File: config.mk
export PLATFORM = sky130hd
export DESIGN_NAME = cartridge_bank_mapper_irq_core
export DESIGN_NICKNAME = d
export VERILOG_FILES = /design/src/cbm_pkg.sv /design/src/cbm_regs.sv /design/src/cbm_map.sv /design/src/cartridge_bank_mapper_irq_core.sv
export SDC_FILE = /design/constraint.sdc
export NUM_CORES = 1
export LEC_CHECK = 0
export BUFFER_PORTS_ARGS = -buffer_cell sky130_fd_sc_hd__buf_2
export CAP_MARGIN = 0
export CORE_MARGIN = 2
export CORE_UTILIZATION = 40
export CTS_CLUSTER_SIZE = 25
export DETAILED_ROUTE_END_ITERATION = 10
export SETUP_SLACK_MARGIN = 0.5
export SYNTH_ARGS = -nofsm -noshare
export SYNTH_HDL_FRONTEND = slang
export SYNTH_SLANG_ARGS = --single-unit
File: constraint.sdc
create_clock -name clk -period 5.15 [get_ports clk]
set_input_delay 0.7725 -clock clk [delete_from_list [all_inputs] [get_ports clk]]
set_output_delay 0.7725 -clock clk [all_outputs]
set_load 0.01 [all_outputs]
File: src/cbm_pkg.sv
`default_nettype none
package cbm_pkg;

	// input item, one bus access or tick
	typedef struct packed {
		logic [1:0]  operation;
		logic [15:0] address;
		logic [7:0]  write_data;
	} in_item_t;

	// result item
	typedef struct packed {
		logic [2:0]  target;
		logic [18:0] phys_addr;
		logic        ram_write;
		logic        irq_out;
		logic [1:0]  mirror_mode;
	} out_item_t;

	localparam logic [1:0] OP_CPU_READ  = 2'd0;
	localparam logic [1:0] OP_CPU_WRITE = 2'd1;
	localparam logic [1:0] OP_PPU_READ  = 2'd2;
	localparam logic [1:0] OP_TICK      = 2'd3;

	localparam logic [2:0] TGT_NONE    = 3'd0;
	localparam logic [2:0] TGT_PRG_ROM = 3'd1;
	localparam logic [2:0] TGT_PRG_RAM = 3'd2;
	localparam logic [2:0] TGT_CHR_ROM = 3'd3;
	localparam logic [2:0] TGT_ZERO    = 3'd4;

	localparam int unsigned CFG_IDX_W = 8;
	localparam logic [CFG_IDX_W-1:0] CFG_PRG_ROM_MASK = 8'd0;
	localparam logic [CFG_IDX_W-1:0] CFG_PRG_RAM_MASK = 8'd1;
	localparam logic [CFG_IDX_W-1:0] CFG_CHR_ROM_MASK = 8'd2;
	localparam logic [CFG_IDX_W-1:0] CFG_CHR_PRESENT  = 8'd3;

	localparam logic [3:0] CMD_LOW_WINDOW = 4'd8;
	localparam logic [3:0] CMD_PRG_0      = 4'd9;
	localparam logic [3:0] CMD_PRG_1      = 4'd10;
	localparam logic [3:0] CMD_PRG_2      = 4'd11;
	localparam logic [3:0] CMD_MIRROR     = 4'd12;
	localparam logic [3:0] CMD_IRQ_CTRL   = 4'd13;
	localparam logic [3:0] CMD_IRQ_LO     = 4'd14;
	localparam logic [3:0] CMD_IRQ_HI     = 4'd15;

	// address page, address[15:13]
	localparam logic [2:0] PAGE_6000 = 3'd3;
	localparam logic [2:0] PAGE_8000 = 3'd4;
	localparam logic [2:0] PAGE_A000 = 3'd5;

	typedef struct packed {
		logic [5:0] prg_rom_mask;
		logic [4:0] prg_ram_mask;
		logic [7:0] chr_rom_mask;
		logic       chr_present;
	} cbm_cfg_t;

	typedef struct packed {
		logic [3:0]       command_index;
		logic [7:0][7:0]  chr_bank;
		logic [2:0][5:0]  prg_bank;
		logic [5:0]       low_window_bank;
		logic             ram_enabled;
		logic             ram_selected;
		logic [1:0]       mirroring;
		logic             irq_allowed;
		logic             count_enabled;
		logic [15:0]      irq_count;
		logic             irq_pending;
	} cbm_state_t;

endpackage
`default_nettype wire

File: src/cbm_regs.sv
`default_nettype none
module cbm_regs (
	input  wire                          clk,
	input  wire                          arst_n,
	input  wire                          cfg_we,
	input  wire [cbm_pkg::CFG_IDX_W-1:0] cfg_index,
	input  wire [7:0]                    cfg_data,
	input  wire                          step,
	input  wire cbm_pkg::in_item_t       item,
	output cbm_pkg::cbm_cfg_t            cfg,
	output cbm_pkg::cbm_state_t          cur,
	output cbm_pkg::cbm_state_t          nxt
);
	import cbm_pkg::*;

	cbm_cfg_t   cfg_q;
	cbm_state_t st_q;
	cbm_state_t st_d;
	logic [2:0] page;
	logic       is_wr;

	assign page  = item.address[15:13];
	assign is_wr = (item.operation == OP_CPU_WRITE);

	always_comb begin
		st_d = st_q;
		if (is_wr && page == PAGE_8000) begin
			st_d.command_index = item.write_data[3:0];
		end else if (is_wr && page == PAGE_A000) begin
			case (st_q.command_index)
				CMD_LOW_WINDOW: begin
					st_d.ram_enabled     = item.write_data[7];
					st_d.ram_selected    = item.write_data[6];
					st_d.low_window_bank = item.write_data[5:0];
				end
				CMD_PRG_0: st_d.prg_bank[0] = item.write_data[5:0];
				CMD_PRG_1: st_d.prg_bank[1] = item.write_data[5:0];
				CMD_PRG_2: st_d.prg_bank[2] = item.write_data[5:0];
				CMD_MIRROR: st_d.mirroring = item.write_data[1:0];
				CMD_IRQ_CTRL: begin
					st_d.irq_allowed   = item.write_data[0];
					st_d.count_enabled = item.write_data[7];
					st_d.irq_pending   = 1'b0;
				end
				CMD_IRQ_LO: st_d.irq_count[7:0]  = item.write_data;
				CMD_IRQ_HI: st_d.irq_count[15:8] = item.write_data;
				default: st_d.chr_bank[st_q.command_index[2:0]] = item.write_data;
			endcase
		end else if (item.operation == OP_TICK && st_q.count_enabled) begin
			st_d.irq_count = st_q.irq_count - 16'd1;
			// wrap from zero to all ones
			if (st_q.irq_count == 16'd0 && st_q.irq_allowed) begin
				st_d.irq_pending = 1'b1;
			end
		end
	end

	always_ff @(posedge clk or negedge arst_n) begin
		if (!arst_n) begin
			st_q <= '0;
		end else if (step) begin
			st_q <= st_d;
		end
	end

	always_ff @(posedge clk or negedge arst_n) begin
		if (!arst_n) begin
			cfg_q.prg_rom_mask <= 6'h3F;
			cfg_q.prg_ram_mask <= 5'h00;
			cfg_q.chr_rom_mask <= 8'hFF;
			cfg_q.chr_present  <= 1'b1;
		end else if (cfg_we) begin
			case (cfg_index)
				CFG_PRG_ROM_MASK: cfg_q.prg_rom_mask <= cfg_data[5:0];
				CFG_PRG_RAM_MASK: cfg_q.prg_ram_mask <= cfg_data[4:0];
				CFG_CHR_ROM_MASK: cfg_q.chr_rom_mask <= cfg_data;
				CFG_CHR_PRESENT:  cfg_q.chr_present  <= cfg_data[0];
				default: ;
			endcase
		end
	end

	assign cfg = cfg_q;
	assign cur = st_q;
	assign nxt = st_d;
endmodule
`default_nettype wire

File: src/cbm_map.sv
`default_nettype none
module cbm_map (
	input  wire cbm_pkg::in_item_t   item,
	input  wire cbm_pkg::cbm_cfg_t   cfg,
	input  wire cbm_pkg::cbm_state_t cur,
	input  wire cbm_pkg::cbm_state_t nxt,
	output cbm_pkg::out_item_t       result
);
	import cbm_pkg::*;

	logic [2:0]  page;
	logic [5:0]  rom_bank;
	logic [18:0] rom_phys;
	logic [18:0] ram_phys;
	logic [18:0] chr_phys;
	logic [7:0]  chr_sel;

	assign page     = item.address[15:13];
	assign rom_phys = {rom_bank & cfg.prg_rom_mask, item.address[12:0]};
	assign ram_phys = {1'b0, cur.low_window_bank[4:0] & cfg.prg_ram_mask, item.address[12:0]};
	assign chr_sel  = cur.chr_bank[item.address[12:10]] & cfg.chr_rom_mask;
	assign chr_phys = {1'b0, chr_sel, item.address[9:0]};

	always_comb begin
		case (item.address[14:13])
			2'd0:    rom_bank = cur.prg_bank[0];
			2'd1:    rom_bank = cur.prg_bank[1];
			2'd2:    rom_bank = cur.prg_bank[2];
			default: rom_bank = 6'h3F; // $E000 page, last bank after masking
		endcase
		if (page == PAGE_6000) begin
			rom_bank = cur.low_window_bank;
		end
	end

	always_comb begin
		result.target      = TGT_NONE;
		result.phys_addr   = '0;
		result.ram_write   = 1'b0;
		result.irq_out     = nxt.irq_pending;
		result.mirror_mode = nxt.mirroring;
		case (item.operation)
			OP_CPU_READ: begin
				if (item.address[15]) begin
					result.target    = TGT_PRG_ROM;
					result.phys_addr = rom_phys;
				end else if (page == PAGE_6000) begin
					if (!cur.ram_selected) begin
						result.target    = TGT_PRG_ROM;
						result.phys_addr = rom_phys;
					end else if (cur.ram_enabled) begin
						result.target    = TGT_PRG_RAM;
						result.phys_addr = ram_phys;
					end else begin
						result.target = TGT_ZERO;
					end
				end
			end
			OP_CPU_WRITE: begin
				if (page == PAGE_6000 && cur.ram_enabled && cur.ram_selected) begin
					result.target    = TGT_PRG_RAM;
					result.phys_addr = ram_phys;
					result.ram_write = 1'b1;
				end
			end
			OP_PPU_READ: begin
				if (cfg.chr_present) begin
					result.target    = TGT_CHR_ROM;
					result.phys_addr = chr_phys;
				end else begin
					result.target = TGT_ZERO;
				end
			end
			default: ;
		endcase
	end
endmodule
`default_nettype wire

File: src/cartridge_bank_mapper_irq_core.sv
`default_nettype none
// channel | signals                        | accepted when
// --------+--------------------------------+----------------------------
// in      | in_valid, in_ready, in_item    | in_valid && in_ready
// out     | out_valid, out_ready, out_item | out_valid && out_ready
// cfg     | cfg_we, cfg_index, cfg_data    | cfg_we (no wait, write only)
//
// One item per clock sustained while out_ready is high; each item passes from
// acceptance to result through the input register, where the mapper state is read
// and updated, and the result register. Reset clears the mapper state, the valid
// flags, and loads the default bank masks. A stalled result register holds the input
// item in place; in_ready stays high while the result is taken in the same cycle.
module cartridge_bank_mapper_irq_core (
	input  wire                          clk,
	input  wire                          arst_n,
	input  wire                          in_valid,
	output logic                         in_ready,
	input  wire cbm_pkg::in_item_t       in_item,
	output logic                         out_valid,
	input  wire                          out_ready,
	output cbm_pkg::out_item_t           out_item,
	input  wire                          cfg_we,
	input  wire [cbm_pkg::CFG_IDX_W-1:0] cfg_index,
	input  wire [7:0]                    cfg_data
);
	import cbm_pkg::*;

	// input register
	logic       valid_s1;
	in_item_t   item_s1;
	// result register
	logic       out_valid_q;
	out_item_t  out_item_q;

	logic       advance;
	cbm_cfg_t   cfg;
	cbm_state_t cur;
	cbm_state_t nxt;
	out_item_t  result;

	// the item in s1 moves on once the result register is free or being emptied;
	// that same edge commits its state update
	assign advance  = valid_s1 && (!out_valid_q || out_ready);
	assign in_ready = !valid_s1 || advance;

	always_ff @(posedge clk or negedge arst_n) begin
		if (!arst_n) begin
			valid_s1 <= 1'b0;
		end else if (in_ready) begin
			valid_s1 <= in_valid;
		end
	end

	always_ff @(posedge clk) begin
		if (in_ready && in_valid) begin
			item_s1 <= in_item;
		end
	end

	always_ff @(posedge clk or negedge arst_n) begin
		if (!arst_n) begin
			out_valid_q <= 1'b0;
		end else if (advance) begin
			out_valid_q <= 1'b1;
		end else if (out_ready) begin
			out_valid_q <= 1'b0;
		end
	end

	always_ff @(posedge clk) begin
		if (advance) begin
			out_item_q <= result;
		end
	end

	// mapper registers, IRQ counter and cartridge configuration
	cbm_regs u_regs (
		.clk       (clk),
		.arst_n    (arst_n),
		.cfg_we    (cfg_we),
		.cfg_index (cfg_index),
		.cfg_data  (cfg_data),
		.step      (advance),
		.item      (item_s1),
		.cfg       (cfg),
		.cur       (cur),
		.nxt       (nxt)
	);

	// address translation; IRQ line and mirroring reflect the state after the item
	cbm_map u_map (
		.item   (item_s1),
		.cfg    (cfg),
		.cur    (cur),
		.nxt    (nxt),
		.result (result)
	);

	assign out_valid = out_valid_q;
	assign out_item  = out_item_q;
endmodule
`default_nettype wire
* Word level (Yosys, flattened, before mapping)
Cells that the tools add are included.
** Storage, ports and cells
- Bits in registers :: 189
- Output and inout port bits :: 28
** Cells by class
- $add $sub $neg :: 1
- Order comparisons :: 3
- Equal/unequal tests :: 21
- Muxes and demuxes :: 28
- Bitwise gates (word level) :: 5
- Reduce and logical (&&, ||, !) cells :: 33
** Operators by type and width (number)
- 22-bit 2-to-1 mux :: 4
- 22-bit one-hot mux with 3 select lines :: 1
- 64-bit bitwise mux :: 1
- 18-bit 2-to-1 mux :: 2
- 17-bit 2-to-1 mux :: 2
- 4-bit == test (second input constant) :: 8
- 8-bit 2-to-1 mux :: 4
- 4-bit AND reduction :: 8
- 8-bit binary-select mux with 3-bit select :: 1
- 8-bit demux with 3-bit select :: 1
- 21-bit 2-to-1 mux :: 1
- 6-bit one-hot mux with 3 select lines :: 1
- 8-bit by 2-bit == test with 1-bit output (second input constant) :: 2
- 16-bit zero test :: 1
- 16-bit by 1-bit subtractor with 16-bit output (second input constant) :: 1
- 2-bit AND reduction :: 5
- 1-bit logical AND :: 9
- 8-bit AND :: 1
- 8-bit by 1-bit == test with 1-bit output (second input constant) :: 1
- 8-bit zero test :: 1
- 3-bit by 4-bit less-than comparator with 1-bit output (second input constant) :: 2
- 8-bit OR reduction :: 1
- 6-bit AND :: 1
- 2-bit == test (second input constant) :: 3
- other kinds (16) :: 29

* Depth between registers and ports, before layout
- Depth after elaboration :: 8
- Gate-level depth with buffers :: 8
- Gate-level depth less buffers :: 6

* Cells and area by module
A second synthesis with hierarchy kept.
** Second synthesis, totals
- Cell total of the unflattened synthesis :: 790
- Area total of the unflattened synthesis :: 9973.3 um^2
** By module, submodules not included
- cbm_regs :: instances 1, cells an instance 581, area each 7195.7 um^2, sequential area each 3397.0 um^2
- cartridge_bank_mapper_irq_core :: instances 1, cells an instance 60, area each 1665.3 um^2, sequential area each 1611.5 um^2
- cbm_map :: instances 1, cells an instance 149, area each 1112.3 um^2, sequential area each 0.0 um^2

* Worst setup path after synthesis
Ideal clock, no wire load.
- Path type :: input-to-reg
- From :: input port cfg_index[4] in the netlist's numbering
- To :: register u_regs.cfg_q (netlist bit u_regs.cfg[14])
- Arrival :: 2420 ps
- Setup slack :: 2647 ps
- Cell stages on the path :: 4
- Cells stage by stage :: or4b_2 > nor4_4 > nor3b_2 > mux2_2
** On the way
- Word-level cells in the longest chain between the ends :: 2
** Ends and longest elaborated chain
- from (decl) :: RTL line cartridge_bank_mapper_irq_core.sv:23 : input wire [cbm_pkg::CFG_IDX_W-1:0] cfg_index,
- 8-bit zero test :: RTL line cbm_regs.sv:73 : case (cfg_index)
- 2-bit AND reduction (no source line)
- to (decl) :: RTL line cbm_regs.sv:16 : cbm_cfg_t cfg_q;
Every way passes these cells.
A chain may end at the register's enable or synchronous reset.

* Final worst setup path
- From :: register item_s1[22] in the netlist's numbering
- To :: register u_regs.st_q (netlist bit u_regs.cur[78])
** On the way
- Word-level cells in the longest chain between the ends :: 4
- Elaborated cells between the ends (all ways) :: 6
- Those cells by class :: 2 x eq/ne; 1 x bitwise; 3 x reduce/logical
** Ends and longest elaborated chain
- from (decl) :: RTL line cartridge_bank_mapper_irq_core.sv:30 : in_item_t item_s1;
- from (signal assigned) :: RTL line cartridge_bank_mapper_irq_core.sv:56 : item_s1 <= in_item;
- 3-bit == test :: RTL line cbm_regs.sv:27 : if (is_wr && page == PAGE_8000) begin
- 1-bit logical AND :: RTL line cbm_regs.sv:27
- 1-bit NOT (no source line)
- 4-bit AND reduction (no source line) (*)
- to (signal assigned) :: RTL line cbm_regs.sv:62 : st_q <= st_d;
- to (decl) :: RTL line cbm_regs.sv:17 : cbm_state_t st_q;
Mark *: on every way between the ends. The rest lies on a longest branch, timed or not.

==> results.json <==
{
  "outcome": "complete, no violations",
  "max-cap-violations": 0,
  "dp_hpwl_um": 13300,
  "ys_async_sr_fraction": 0.725,
  "cts_resized": 0,
  "path_buf_inv": 0,
  "grt_usage": 0.187,
  "rows": 53,
  "viasPerCell": 5.62,
  "worst_slew_pin_slew_ns": 1.08,
  "combPwrFrac": 0.066,
  "timing.fmax_mhz": 348,
  "antenna_found_initial": 0,
  "grtUsageMet1": 0.244,
  "endpoint_kind": "flip-flop",
  "grt_busiest_layer": "met2",
  "place.gp.congestion": 0.829,
  "antenna_cells": 0,
  "dieArea_sq_um": 22500,
  "hold_class": "input port to async pin",
  "clk_pin_slew_ns": 0.07,
  "reg2reg_setup_slack_ns": 2.27,
  "period_share": 0.558,
  "path_cells": "and4bb_1, nand4_4, or4_1, mux2_4",
  "syn-cell-area_sq_um": 8530,
  "gr-usage-met3": 0.0351,
  "critPathMaxStageDelay_ns": 0.84,
  "die-width_um": 150,
  "cp.arrival_ns": 3.21,
  "via_count": 5314,
  "worstPathRequired_ns": 5.48,
  "relSlewSlack": 0.281,
  "syn_avg_cell_area_sq_um": 14.4,
  "coreArea_sq_um": 21000,
  "grt_setup_unrepaired": "no",
  "clkPwrFrac": 0.405,
  "dr.pass1.iters": 4,
  "whs_ns": 0.398,
  "clockRootBuffer": "clkbuf_16",
  "grt_pass1_vias": 5552,
  "dpl.cell_count": 913,
  "postCtsSetupBuffers": 0,
  "r2r-start": "item_s1[22]$_DFFE_PP_",
  "die_h_um": 150,
  "nets": 706,
  "rr_endpoint": "u_regs.cur[78]$_DFFE_PN0P_",
  "drc": 0,
  "wl_per_cell_um": 21.0,
  "setup_tns_ns": 0,
  "grt_pass1_wl_um": 31200,
  "critPathKind": "flip-flop to flip-flop",
  "fillCellCount": 1878,
  "synth_warnings": 0,
  "finalCriticalPeriod_ns": 2.88,
  "power.internal_uw": 2460,
  "skew_ns": 0.0104,
  "crit_family": "simple AND/OR/NAND/NOR gates",
  "numCtsBuffers": 17,
  "cts_buffer_depth": 2,
  "crit_path_max_fanout": 13,
  "grt_max_degree": 57,
  "final_layout_size_suffix_gt1_frac": 0.421,
  "multiInputGateArea_sq_um": 3330,
  "fin_cells": 945,
  "drtAntennaViolNets": 0,
  "synth.yosys.seq_area_share": 0.587,
  "synth_edf_count": 52,
  "p_sw_uw": 778,
  "cpMaxStageDelayCell": "or4_1",
  "ff2ff_path_depth": 4,
  "ios": 75,
  "finalWirelength_um": 19800,
  "synthFlopType": "dfrtp_1",
  "setup_viol": 0,
  "dr.first_iter.drc_count": 301,
  "synthesis.nets": 641,
  "drv_slew": 0,
  "syn_inst": 592,
  "ys_ff_latch": 189,
  "area_growth_pct": 13.9,
  "ir_worst_vdd_mv": 0.179,
  "startpoint_type": "flip-flop",
  "grtUsageMet2": 0.309,
  "hold_violations": 0,
  "cts_tree": "yes",
  "finish.utilization": 0.464,
  "hold_buffers": 0,
  "cts_sinks": 189,
  "io_buffers": 74,
  "seqPwrFrac": 0.529,
  "clk_latency_ns": 0.45,
  "h-tree-depth": 4,
  "sw_frac_of_total": 0.240,
  "ys_types": 54,
  "p_leak_uw": 0.00420,
  "power.density_nw_per_um2": 333,
  "seqCellArea_sq_um": 5010,
  "cp.depth": 4,
  "overflow": 0,
  "start_util": 0.407
}
state kept, by name (all words and copies together), names as in the netlist:
name / count
u_regs.cur: 115
out_item: 26
u_regs.cfg: 20
valid_s1: 1
out_valid: 1
item_s1: 26
power groups by stage:
stage	Sequential, uW	Combinational, uW	Clock (uW)
2_1_floorplan	1690	150	0
3_3_place_gp	1740	212	0
3_5_place_dp	1740	218	0
4_1_cts	1710	220	1340
5_1_grt	1720	237	1400
6_report	1710	215	1310
layout by cell type, fill, tap and decap left out, drive strengths merged, types with 4 or more instances in the layout:
cell type and count:
clkinv 5, o211ai 4, and2 5, dfrtp 122
a32oi 5, o221ai 10, clkbuf 22, a21oi 10
inv 15, o31ai 9, and3 6, nor3 15
nand3b 4, buf 78, nand3 12, dfstp 15
nand2 13, a22oi 10, mux2i 4, mux2 130
a31oi 9, nand4 4, o22ai 4, nor2b 13
o21ai 15, nor4 7, edfxtp 52, nand2b 10
a22o 5, mux4 17, nor2 14
layout make-up:
cell class	count	area share
Inverter	12	0.00464
Sequential cell	189	0.515
Timing Repair Buffer	78	0.0415
Clock inverter	10	0.0106
Tap cell	275	0.0354
Multi-Input combinational cell	359	0.342
Clock buffer	22	0.0501
cell families after synthesis:
logic type / Yosys count / share of synthesized area
AOI/OAI and AO/OA: 88 / 0.0717
adders and majority gates: 2 / 0.00293
buffers and inverters: 44 / 0.0233
DFF: 189 / 0.587
muxes: 151 / 0.225
and+or+nand+nor: 118 / 0.0906
through the flow:
step / power, uW / setup slack (ns) / area, sq um
after detailed placement: 1960 / 2.27 / 9130
after global placement: 1950 / 2.39 / 9130
after global routing: 3360 / 2.08 / 9720
final: 3240 / 2.27 / 9720
after CTS: 3270 / 2.28 / 9720
after floorplan: 1840 / 2.65 / 8530
worst reg2reg max path, stage by stage (launching register included):
cell	delay, ns
edfxtp_1	0.57
and4bb_1	0.62
nand4_4	0.31
or4_1	0.84
mux2_4	0.42
per-layer routing:
metal	vias to the layer above	wire length [um]
met1	2727	8630
li1	2397	-
met5	-	0
met4	0	449
met2	159	9950
met3	31	792
how the worst max path moves through the flow:
stage	end	slack (ns)	start
floorplan	u_regs.cfg[14]$_DFFE_PN1P_	2.65	cfg_index[4]
global placement	u_regs.cur[101]$_DFFE_PN0P_	2.39	item_s1[22]$_DFFE_PP_
detailed placement	u_regs.cur[100]$_DFFE_PN0P_	2.27	item_s1[22]$_DFFE_PP_
CTS	u_regs.cur[100]$_DFFE_PN0P_	2.28	item_s1[22]$_DFFE_PP_
global route	out_item[17]$_SDFFCE_PN0P_	2.08	item_s1[21]$_DFFE_PP_
finish	u_regs.cur[78]$_DFFE_PN0P_	2.27	item_s1[22]$_DFFE_PP_
synthesized netlist by cell type, drive strengths merged, types with 4 or more instances:
master,instances,area share
a21oi,10,0.0059
a22o,5,0.0051
a22oi,10,0.0088
a31oi,9,0.0066
a32oi,5,0.0051
and2,5,0.0037
and3,6,0.0044
buf,10,0.0084
clkbuf,22,0.0097
dfrtp,122,0.36
dfstp,15,0.046
edfxtp,52,0.18
inv,11,0.0048
mux2,130,0.18
mux2i,4,0.0047
mux4,17,0.045
nand2,13,0.0057
nand2b,10,0.0073
nand3,12,0.0070
nand3b,4,0.0035
nand4,4,0.0047
nor2,14,0.0062
nor2b,13,0.0095
nor3,15,0.012
nor4,7,0.010
o211ai,4,0.0035
o21ai,15,0.0088
o221ai,10,0.010
o22ai,4,0.0029
o31ai,9,0.0079
Note: power is estimated with default switching activity, not from simulation.
